**config.mk**
```make
export PLATFORM = sky130hd
export DESIGN_NAME = fadc_pulse_feature_extractor
export DESIGN_NICKNAME = d
export VERILOG_FILES = /design/src/sv/fpfe_pkg.sv /design/src/sv/fpfe_accum.sv /design/src/sv/fadc_pulse_feature_extractor.sv
export SDC_FILE = /design/constraint.sdc
export NUM_CORES = 1
export LEC_CHECK = 0
export BUFFER_PORTS_ARGS = -buffer_cell sky130_fd_sc_hd__buf_2
export CELL_PAD_IN_SITES_DETAIL_PLACEMENT = 0
export CELL_PAD_IN_SITES_GLOBAL_PLACEMENT = 1
export CORE_ASPECT_RATIO = 0.75
export CORE_MARGIN = 3
export CORE_UTILIZATION = 47
export DETAILED_ROUTE_END_ITERATION = 8
export PLACE_DENSITY_LB_ADDON = 0.15
export SYNTH_ARGS = -nofsm -noshare
export SYNTH_HDL_FRONTEND = slang
export SYNTH_HIERARCHICAL = 1
export SYNTH_SLANG_ARGS = --single-unit
```
**constraint.sdc**
```tcl
create_clock -name clk -period 6.4 [get_ports clk]
set_input_delay 0.32 -clock clk [delete_from_list [all_inputs] [get_ports clk]]
set_output_delay 0.32 -clock clk [all_outputs]
set_load 0.03 [all_outputs]
```
**src/sv/fpfe_pkg.sv**
```systemverilog
package fpfe_pkg;

	localparam int ADC_W = 10;
	localparam int INDEX_W = 9;
	localparam int ACC_W = 20;
	localparam int BASE_W = 13;
	localparam int DIFF_W = ADC_W + 1;

	localparam logic [ADC_W-1:0] ADC_FULL = 10'd1023;
	localparam logic [BASE_W-1:0] BASE_MAX = 13'd8191;
	localparam logic [INDEX_W-1:0] INDEX_MAX = 9'd511;
	localparam logic signed [ACC_W:0] SAT_HI = 21'sd524287;
	localparam logic signed [ACC_W:0] SAT_LO = -21'sd524288;

	localparam int PADDR_W = 4;
	localparam int PDATA_W = 32;

	typedef enum logic [1:0] {
		REG_WINDOW_START    = 2'd0,
		REG_WINDOW_END      = 2'd1,
		REG_PEDESTAL_OFFSET = 2'd2,
		REG_PEAK_THRESH     = 2'd3
	} reg_index_t;

	localparam logic [INDEX_W-1:0] WINDOW_START_RST = 9'd0;
	localparam logic [INDEX_W-1:0] WINDOW_END_RST = 9'd511;
	localparam logic [ADC_W-1:0] PEDESTAL_OFFSET_RST = 10'd500;
	localparam logic [ADC_W-1:0] PEAK_THRESH_RST = 10'd50;

	typedef struct packed {
		logic [INDEX_W-1:0] window_start;
		logic [INDEX_W-1:0] window_end;
		logic [ADC_W-1:0]   pedestal_offset;
		logic [ADC_W-1:0]   peak_thresh;
	} cfg_t;

	typedef struct packed {
		logic [ADC_W-1:0]          window_max;
		logic                      window_hit;
		logic signed [ACC_W-1:0]   window_integral;
		logic signed [ACC_W-1:0]   pedestal_integral;
		logic [BASE_W-1:0]         baseline_sum;
		logic [ADC_W-1:0]          peak_value;
		logic [INDEX_W-1:0]        peak_index;
		logic                      clean_pulse;
	} res_t;

endpackage

```
**src/sv/fpfe_accum.sv**
```systemverilog
module fpfe_accum #(
	parameter int MAX_SAMPLES = 512,
	parameter int BASELINE_SAMPLES = 5
) (
	input  logic                           clk,
	input  logic                           arst_n,
	input  logic                           step,
	input  logic [fpfe_pkg::ADC_W-1:0]     sample,
	input  logic                           last,
	input  fpfe_pkg::cfg_t                 cfg,
	output fpfe_pkg::res_t                 res
);
	import fpfe_pkg::*;

	localparam int CNT_W = $clog2(MAX_SAMPLES + 1);
	localparam int CMP_W = (CNT_W > INDEX_W) ? CNT_W : INDEX_W;
	localparam int PROD_W = ADC_W + $clog2(BASELINE_SAMPLES + 1);
	localparam int CL_W = ((PROD_W > BASE_W) ? PROD_W : BASE_W) + 1;

	logic [CNT_W-1:0]        count_q, count_n;
	logic signed [ACC_W-1:0] win_acc_q, win_acc_n;
	logic signed [ACC_W-1:0] ped_acc_q, ped_acc_n;
	logic [ADC_W-1:0]        win_peak_q, win_peak_n;
	logic                    win_seen_q, win_seen_n;
	logic [BASE_W-1:0]       base_acc_q, base_acc_n;
	logic [ADC_W-1:0]        tail_peak_q, tail_peak_n;
	logic [INDEX_W-1:0]      tail_idx_q, tail_idx_n;
	logic                    tail_seen_q, tail_seen_n;

	logic [CMP_W-1:0]        n_ext;
	logic signed [DIFF_W-1:0] diff;
	logic                    in_win;
	logic [BASE_W:0]         base_sum;
	logic [CL_W-1:0]         clean_lhs;
	logic [CL_W-1:0]         clean_rhs;
	logic                    clean;

	function automatic logic signed [ACC_W-1:0] sat_add(
		input logic signed [ACC_W-1:0]  acc,
		input logic signed [DIFF_W-1:0] d
	);
		logic signed [ACC_W:0] s;
		s = $signed({acc[ACC_W-1], acc}) + $signed({{(ACC_W+1-DIFF_W){d[DIFF_W-1]}}, d});
		if (s > SAT_HI) begin
			return SAT_HI[ACC_W-1:0];
		end else if (s < SAT_LO) begin
			return SAT_LO[ACC_W-1:0];
		end
		return s[ACC_W-1:0];
	endfunction

	always_comb begin
		count_n = count_q;
		win_acc_n = win_acc_q;
		ped_acc_n = ped_acc_q;
		win_peak_n = win_peak_q;
		win_seen_n = win_seen_q;
		base_acc_n = base_acc_q;
		tail_peak_n = tail_peak_q;
		tail_idx_n = tail_idx_q;
		tail_seen_n = tail_seen_q;

		n_ext = CMP_W'(count_q);
		diff = $signed({1'b0, sample}) - $signed({1'b0, cfg.pedestal_offset});
		in_win = (n_ext >= CMP_W'(cfg.window_start)) && (n_ext <= CMP_W'(cfg.window_end));
		base_sum = {1'b0, base_acc_q} + (BASE_W+1)'(sample);

		if (count_q < CNT_W'(MAX_SAMPLES)) begin
			if (in_win) begin
				win_acc_n = sat_add(win_acc_q, diff);
				if (!win_seen_q || sample > win_peak_q) begin
					win_peak_n = sample;
				end
				win_seen_n = 1'b1;
			end
			if (n_ext < CMP_W'(cfg.window_start)) begin
				ped_acc_n = sat_add(ped_acc_q, diff);
			end
			if (n_ext < CMP_W'(BASELINE_SAMPLES)) begin
				if (base_sum > (BASE_W+1)'(BASE_MAX)) begin
					base_acc_n = BASE_MAX;
				end else begin
					base_acc_n = base_sum[BASE_W-1:0];
				end
			end else if (!tail_seen_q || sample > tail_peak_q) begin
				tail_peak_n = sample;
				if (n_ext > CMP_W'(INDEX_MAX)) begin
					tail_idx_n = INDEX_MAX;
				end else begin
					tail_idx_n = n_ext[INDEX_W-1:0];
				end
				tail_seen_n = 1'b1;
			end
			count_n = count_q + CNT_W'(1);
		end

		clean_lhs = CL_W'(BASELINE_SAMPLES) * CL_W'(tail_peak_n);
		clean_rhs = CL_W'(BASELINE_SAMPLES) * CL_W'(cfg.peak_thresh) + CL_W'(base_acc_n);
		clean = (count_n > CNT_W'(BASELINE_SAMPLES)) && tail_seen_n &&
			(tail_peak_n != ADC_FULL) && (clean_lhs >= clean_rhs);

		res.window_max = win_seen_n ? win_peak_n : '0;
		res.window_hit = win_seen_n;
		res.window_integral = win_acc_n;
		res.pedestal_integral = ped_acc_n;
		res.baseline_sum = base_acc_n;
		res.peak_value = tail_seen_n ? tail_peak_n : '0;
		res.peak_index = tail_seen_n ? tail_idx_n : '0;
		res.clean_pulse = clean;
	end

	always_ff @(posedge clk or negedge arst_n) begin
		if (!arst_n) begin
			count_q <= '0;
			win_acc_q <= '0;
			ped_acc_q <= '0;
			win_peak_q <= '0;
			win_seen_q <= 1'b0;
			base_acc_q <= '0;
			tail_peak_q <= '0;
			tail_idx_q <= '0;
			tail_seen_q <= 1'b0;
		end else if (step) begin
			if (last) begin
				count_q <= '0;
				win_acc_q <= '0;
				ped_acc_q <= '0;
				win_peak_q <= '0;
				win_seen_q <= 1'b0;
				base_acc_q <= '0;
				tail_peak_q <= '0;
				tail_idx_q <= '0;
				tail_seen_q <= 1'b0;
			end else begin
				count_q <= count_n;
				win_acc_q <= win_acc_n;
				ped_acc_q <= ped_acc_n;
				win_peak_q <= win_peak_n;
				win_seen_q <= win_seen_n;
				base_acc_q <= base_acc_n;
				tail_peak_q <= tail_peak_n;
				tail_idx_q <= tail_idx_n;
				tail_seen_q <= tail_seen_n;
			end
		end
	end

endmodule

```
**src/sv/fadc_pulse_feature_extractor.sv**
```systemverilog
// Channel   Direction  Handshake           Payload
// in        sink       in_valid/in_stall   sample, last
// out       source     out_valid/out_stall window_max ... clean_pulse
// apb       slave      psel/penable/pready paddr, pwdata, prdata
//
// One sample is taken every cycle unless in_stall is high; a stepped last sample loads the result.
// Input register and result register form the pipeline; the accumulator result is combinational.
// Reset loads the configuration defaults and clears the per-waveform state and the valid flags.
// A stalled result holds its register; input is stalled only when a last sample meets a full one.
module fadc_pulse_feature_extractor #(
	parameter int MAX_SAMPLES = 512,
	parameter int BASELINE_SAMPLES = 5
) (
	input  logic                        clk,
	input  logic                        arst_n,
	input  logic                        in_valid,
	output logic                        in_stall,
	input  logic [9:0]                  sample,
	input  logic                        last,
	output logic                        out_valid,
	input  logic                        out_stall,
	output logic [9:0]                  window_max,
	output logic                        window_hit,
	output logic signed [19:0]          window_integral,
	output logic signed [19:0]          pedestal_integral,
	output logic [12:0]                 baseline_sum,
	output logic [9:0]                  peak_value,
	output logic [8:0]                  peak_index,
	output logic                        clean_pulse,
	input  logic                        psel,
	input  logic                        penable,
	input  logic                        pwrite,
	input  logic [fpfe_pkg::PADDR_W-1:0] paddr,
	input  logic [fpfe_pkg::PDATA_W-1:0] pwdata,
	output logic [fpfe_pkg::PDATA_W-1:0] prdata,
	output logic                        pready
);
	import fpfe_pkg::*;

	cfg_t              cfg_q;
	reg_index_t        reg_sel;
	logic              cfg_wr;

	logic              valid_s1;
	logic [ADC_W-1:0]  sample_s1;
	logic              last_s1;
	logic              out_free;
	logic              step;
	logic              load;

	res_t              res;
	res_t              out_res_q;
	logic              out_valid_q;

	assign pready = 1'b1;
	assign reg_sel = reg_index_t'(paddr[3:2]);
	assign cfg_wr = psel && penable && pwrite && pready;

	always_ff @(posedge clk or negedge arst_n) begin
		if (!arst_n) begin
			cfg_q.window_start <= WINDOW_START_RST;
			cfg_q.window_end <= WINDOW_END_RST;
			cfg_q.pedestal_offset <= PEDESTAL_OFFSET_RST;
			cfg_q.peak_thresh <= PEAK_THRESH_RST;
		end else if (cfg_wr) begin
			case (reg_sel)
				REG_WINDOW_START: begin
					cfg_q.window_start <= pwdata[INDEX_W-1:0];
				end
				REG_WINDOW_END: begin
					cfg_q.window_end <= pwdata[INDEX_W-1:0];
				end
				REG_PEDESTAL_OFFSET: begin
					cfg_q.pedestal_offset <= pwdata[ADC_W-1:0];
				end
				REG_PEAK_THRESH: begin
					cfg_q.peak_thresh <= pwdata[ADC_W-1:0];
				end
				default: begin
				end
			endcase
		end
	end

	always_comb begin
		case (reg_sel)
			REG_WINDOW_START:    prdata = PDATA_W'(cfg_q.window_start);
			REG_WINDOW_END:      prdata = PDATA_W'(cfg_q.window_end);
			REG_PEDESTAL_OFFSET: prdata = PDATA_W'(cfg_q.pedestal_offset);
			REG_PEAK_THRESH:     prdata = PDATA_W'(cfg_q.peak_thresh);
			default:             prdata = '0;
		endcase
	end

	assign out_free = !out_valid_q || !out_stall;
	assign step = valid_s1 && (!last_s1 || out_free);
	assign load = step && last_s1;
	assign in_stall = valid_s1 && !step;

	always_ff @(posedge clk or negedge arst_n) begin
		if (!arst_n) begin
			valid_s1 <= 1'b0;
		end else if (!in_stall) begin
			valid_s1 <= in_valid;
		end
	end

	always_ff @(posedge clk) begin
		if (in_valid && !in_stall) begin
			sample_s1 <= sample;
			last_s1 <= last;
		end
	end

	fpfe_accum #(
		.MAX_SAMPLES      (MAX_SAMPLES),
		.BASELINE_SAMPLES (BASELINE_SAMPLES)
	) u_accum (
		.clk    (clk),
		.arst_n (arst_n),
		.step   (step),
		.sample (sample_s1),
		.last   (last_s1),
		.cfg    (cfg_q),
		.res    (res)
	);

	always_ff @(posedge clk or negedge arst_n) begin
		if (!arst_n) begin
			out_valid_q <= 1'b0;
		end else if (load) begin
			out_valid_q <= 1'b1;
		end else if (!out_stall) begin
			out_valid_q <= 1'b0;
		end
	end

	always_ff @(posedge clk) begin
		if (load) begin
			out_res_q <= res;
		end
	end

	assign out_valid = out_valid_q;
	assign window_max = out_res_q.window_max;
	assign window_hit = out_res_q.window_hit;
	assign window_integral = out_res_q.window_integral;
	assign pedestal_integral = out_res_q.pedestal_integral;
	assign baseline_sum = out_res_q.baseline_sum;
	assign peak_value = out_res_q.peak_value;
	assign peak_index = out_res_q.peak_index;
	assign clean_pulse = out_res_q.clean_pulse;

	a_stall_needs_item: assert property (@(posedge clk) disable iff (!arst_n)
		in_stall |-> (valid_s1 && last_s1 && out_valid_q && out_stall))
		else $error("input stalled without a blocked result");

	a_last_makes_result: assert property (@(posedge clk) disable iff (!arst_n)
		load |=> out_valid_q)
		else $error("last sample did not produce a result");

	a_empty_window: assert property (@(posedge clk) disable iff (!arst_n)
		(out_valid_q && !window_hit) |-> (window_max == '0 && window_integral == '0))
		else $error("empty window with nonzero max or integral");

	a_clean_unsaturated: assert property (@(posedge clk) disable iff (!arst_n)
		(out_valid_q && clean_pulse) |-> (peak_value != ADC_FULL))
		else $error("clean pulse reported with a saturated peak");

endmodule
```
## Yosys cells after proc, flatten, opt, wreduce, memory -nomap -nowiden

Cells that the tools add are included.

- Bits of input ports: 54
- Output and inout bits: 119
- Logic and storage cells: 128
- Register bits after elaboration: 229

- Order comparisons: 15
- Add/subtract/negate cells: 6
- Reductions and logical operators: 26
- Multiplexer cells: 49
- Multiply operators: 2
- Equal/unequal tests: 5

Operator list:

| cell | number |
|---|---|
| 20-bit two-way mux | 12 |
| 32-bit one-hot mux with 4 select lines | 1 |
| 10-bit two-way mux | 10 |
| 13-bit two-way mux | 4 |
| 9-bit two-way mux | 5 |
| 20-bit by 11-bit adder with 21-bit output | 2 |
| 21-bit by 20-bit > comparator with 1-bit output, second input constant | 2 |
| 21-bit by 20-bit less-than comparator with 1-bit output, second input constant | 2 |
| 3-bit by 10-bit multiplier with 13-bit output, first input constant | 2 |
| 10-bit > comparator | 2 |
| 1-bit two-way mux | 17 |
| 13-bit by 10-bit adder with 14-bit output | 1 |
| 13-bit by 13-bit adder with 14-bit output | 1 |
| 13-bit by 14-bit >= comparator with 1-bit output | 1 |
| 14-bit by 13-bit > comparator with 1-bit output, second input constant | 1 |
| 10-bit by 10-bit subtractor with 11-bit output | 1 |
| 10-bit by 1-bit adder with 10-bit output, second input constant | 1 |
| 10-bit by 9-bit >= comparator with 1-bit output | 1 |
| 10-bit by 3-bit > comparator with 1-bit output, second input constant | 1 |
| 10-bit by 9-bit > comparator with 1-bit output, second input constant | 1 |
| 10-bit by 9-bit less-or-equal comparator with 1-bit output | 1 |
| 1-bit logical AND | 10 |
| 10-bit less-than comparator, second input constant | 1 |
| 10-bit by 3-bit less-than comparator with 1-bit output, second input constant | 1 |
| other kinds (9) | 22 |

## Logic depth before layout (Yosys ltp)

- Depth after elaboration: 11
- Gate-level depth with buffers: 30
- Gate-level depth less buffers: 27

## Hierarchy

The synthesis kept the hierarchy.

Modules (own cells, without submodules):

| module | instances | sequential area each (µm²) | area each (µm²) | cells an instance |
|---|---|---|---|---|
| fpfe_accum | 1 | 2352.3 | 10721.5 | 1341 |
| fadc_pulse_feature_extractor | 1 | 3876.2 | 4895.9 | 229 |

## Worst setup path after synthesis

OpenSTA, ideal clock, no wires.

- Path kind: register -> register
- Start: register sample_s1[0]
- End: register out_res_q, in the netlist pedestal_integral[4] (data pin)
- Slack: 0.963 ns
- Required time: 6.140 ns
- Buffers on the path: 1
- Setup time: 0.260 ns
- Arrival: 5.177 ns
- Stages on the path, launching flop included: 23
- Cell sequence: edfxtp_1 inv_1 ha_1 inv_1 fa_1 a21o_1 a21oi_1 o21ai_0 a21oi_1 o21bai_1 a21oi_1 o21bai_1 a21oi_1 ha_1 a21o_1 a21o_1 o21a_1 or3_1 a31oi_2 and2_1 buf_6 o31ai_2 mux2_2

RTL lines:

| what | RTL line | text |
|---|---|---|
| start: declaration | fadc_pulse_feature_extractor.sv:45 | `logic [ADC_W-1:0] sample_s1;` |
| start signal: assignment | fadc_pulse_feature_extractor.sv:110 | `sample_s1 <= sample;` |
| end signal: assignment | fadc_pulse_feature_extractor.sv:140 | `out_res_q <= res;` |
| end: declaration | fadc_pulse_feature_extractor.sv:52 | `res_t out_res_q;` |

==> summary.md <==
| Metric | Value |
|---|---|
| Antenna Cells | 0 |
| Layout Cells excl Fill | ~2200 |
| Cell Area, Synth | 15620 um2 |
| Reg-to-Reg End | clean_pulse$_DFFE_PP_ |
| Clock insertion delay at the later pin of the skew report | roughly 550 ps |
| Fin crit period | 5991 ps |
| Final GP Congestion | around 0.84 |
| CP Launch Type | register |
| Syn Area/Cell | 9.947 um2 |
| Hold wc startpoint | pwdata[9] |
| Critical Path End Type | register |
| Vias in the first global route | ~12000 |
| Post-synth top area share | 0.1859 |
| Synth Flop Type | dfrtp_1 |
| Io pins | around 170 |
| Max Cap Viol | 0 |
| Power, Total | around 8.2 mW |
| Final cycle utilization of the critical path | 0.9361 |
| Initial antenna violation count | 0 |
| Global-route wire length before repair | about 67000 um |
| Area Overhead vs Synth | 13.84% |
| Setup violators final | 0 |
| WL final | ~43000 um |
| P per Cell Area | about 460 nW/um2 |
| Largest cells by area after synthesis | dfrtp_1 (19%), edfxtp_1 (18%), ha_1 (12%) |
| Pre-antenna DRT Iters | 5 |
| Count leader, synth | ha_1 |
| Outcome | complete, no violations |
| Fmax | about 0.17 GHz |
| Hold crit path type | in2reg |
| Fin. Hold Viols | 0 |
| Worst r2r src | sample_s1[5]$_DFFE_PP_ |
| Crit path kind | reg2reg |
| Post-synth EDFFs | between 90 and 100 |
| Clk_skew | 14.11 ps |
| P_leak | between 8 and 9 nW |
| Initial Utilization | 0.4792 |
| # DRC | 0 |
| Critical path data required time | 6660 ps |
| Die span in y | 163.9 um |
| Layout cells sized above 1 | 0.1826 |
| Number of distinct library cells after synthesis | slightly above 90 |
| Register area share after synthesis | 0.3988 |
| Core area | 32590 um2 |
| Total gr overflow | 0 |
| Num CTS Buffers | 26 |
| Clk root buf | clkbuf_16 |
| GRT Resource Usage Total | 0.2429 |
| Clk sink count | between 200 and 250 |
| Routed Antenna Nets | 0 |
| Via/cell ratio | roughly 5.6 |
| Yosys top cell by area | dfrtp_1 |
| Max Slew Vio Count | 0 |
| Die area | ~35000 um2 |
| Peak supply drop | 0.0002726 V |
| Starting DRT DRC Count | slightly above 900 |
| Worst EP arrival | about 6300 ps |
| Row Count | 57 |
| FF-to-FF path depth | 25 |
| Setup tns final | 0 ps |
| Clock slew at reported path FFs | around 70 ps |
| CTS Buffer Depth | 3 |
| Reg2reg setup slack | 410 ps |
| Hold EP | cfg_q[19]$_DFFE_PN0P_ |
| HPWL Detailed | slightly above 30000 um |
| RSZ-0062 raised after global routing | false |
| Die W | 216.5 um |
| Hold Path Depth | 2 |
| Transition time of the tightest slew-check pin | about 1100 ps |
| Nets@finish | 1937 |
| WL per Instance | between 15 and 20 um |
| Async set-reset flop share out of synthesis | 0.5852 |
| Syn Inst Count | ~1600 |
| H-tree depth | 1 |
| Worst Path Max Fanout | 11 |
| PortBufs | about 130 |
| TritonCTS clock tree | built |
| Vias | between 10000 and 15000 |
| Worst rel slew slack | 0.2637 |
| Warnings, synthesis | 6 |
| Synth cell count leaders | ha_1 (153), inv_1 (135), nor2_1 (127) |
| Seq cells post-synth | 229 |
| Largest net degree at the start of global routing | 85 |
| Inst Count DP | ~2100 |
[what timing repair did]
item | 4_1_cts | 5_1_grt
hold buffers | 12 | 0
gates resized for setup | 0 | 1
buffers inserted | 0 | 2
hold endpoints to repair | 76 | 0
endpoints found under the setup margin | 0 | 1
[through the flow]
step,area [um2],hold WS (ps),setup WS [ps],utilization
finish,17780,32.39,409.2,0.5455
CTS,17760,11.46,405.9,0.5449
global route,17780,18.04,10.18,0.5455
floorplan,15700,24.41,963.0,-
global placement,16730,438.9,470.1,0.5132
detailed placement,16730,440.9,448.9,0.5132
[worst max-delay path by stage]
stage	start	to
6_report	sample_s1[5]$_DFFE_PP_	clean_pulse$_DFFE_PP_
5_1_grt	sample_s1[5]$_DFFE_PP_	clean_pulse$_DFFE_PP_
4_1_cts	sample_s1[4]$_DFFE_PP_	clean_pulse$_DFFE_PP_
3_5_place_dp	sample_s1[4]$_DFFE_PP_	clean_pulse$_DFFE_PP_
3_3_place_gp	sample_s1[4]$_DFFE_PP_	clean_pulse$_DFFE_PP_
2_1_floorplan	sample_s1[0]$_DFFE_PP_	pedestal_integral[4]$_DFFE_PP_
[power breakdown]
group / leakage (nW) / internal, mW / switching, mW / total, mW
registers: 2.63 / 1.95 / 0.223 / 2.17
logic: 5.05 / 1.74 / 2.68 / 4.42
clock network: 0.433 / 0.952 / 0.647 / 1.60
total: 8.11 / 4.64 / 3.55 / 8.18
[worst max-delay path, cell delays in order (launching register included)]
cell	delay, ps
edfxtp_1	560
buf_4	240
ha_1	290
nand4_1	110
a21oi_1	150
a211oi_1	70
o2111ai_1	180
o311a_1	580
mux2i_1	350
inv_1	100
ha_1	290
ha_1	160
inv_1	50
fa_1	400
nor2b_1	130
o21ai_0	110
a21boi_0	270
o21ai_0	120
nand2b_1	110
xor2_1	320
ha_1	300
nor2b_1	130
a2111oi_0	410
o31ai_1	120
nand3_1	80
a311oi_1	50
[kinds of logic (layout without fill, tap and decap cells)]
kind of cell | Yosys count | count (layout) | synth area share
AO/OA/AOI/OAI | 415 | 415 | 0.1759
AND/OR/NAND/NOR | 400 | 400 | 0.1219
flip-flops | 229 | 229 | 0.3988
buffers and inverters | 216 | 361 | 0.06377
adder cells (fa/ha/maj) | 169 | 169 | 0.1418
multiplexers | 80 | 80 | 0.06433
XOR/XNOR | 59 | 59 | 0.03309
other | 2 | 23 | 0.0004809
[cell usage in the layout, fill, tap and decap left out, drive strengths merged, types with 10 or more instances in the layout]
cell type / count
a21oi: 106
ha: 153
nand2b: 22
a22o: 26
nor2b: 29
buf: 166
clkbuf: 34
o22ai: 14
o2bb2ai: 10
a31oi: 11
nand2: 119
o21a: 12
o311ai: 13
conb: 23
dfstp: 18
nor3: 19
a21o: 34
and3: 12
mux2i: 25
o31ai: 11
xor2: 25
edfxtp: 95
nand3: 24
nor2: 128
o21ai: 114
nand4: 20
mux2: 46
dlygate4sd3: 12
dfrtp: 116
xnor2: 34
fa: 14
inv: 136
[metal layers]
layer,track usage,up-vias,part of all wire
met5,0,-,0
met4,0.03817,0,0.013
met3,0.03754,37,0.061
met2,0.3523,330,0.40
met1,0.3869,5918,0.53
li1,-,5930,-
[cell type report]
cell class,instances,area (um2)
fill,2912,14810
inverter,135,506.7
sequential,229,6228
clock buffer,34,753.2
timing repair buffer,178,1060
tap,442,553.0
clock inverter,14,160.2
multi-input combinational,1146,8517
[state kept, by name, indices dropped and copies added, names as in the netlist, 13 cells and up]
signal and flops:
cfg_q 38, pedestal_integral 20, u_accum/ped_acc_q 20, u_accum/win_acc_q 20, window_integral 20, baseline_sum 13, u_accum/base_acc_q 13
Power figures use the tool's default switching activity.
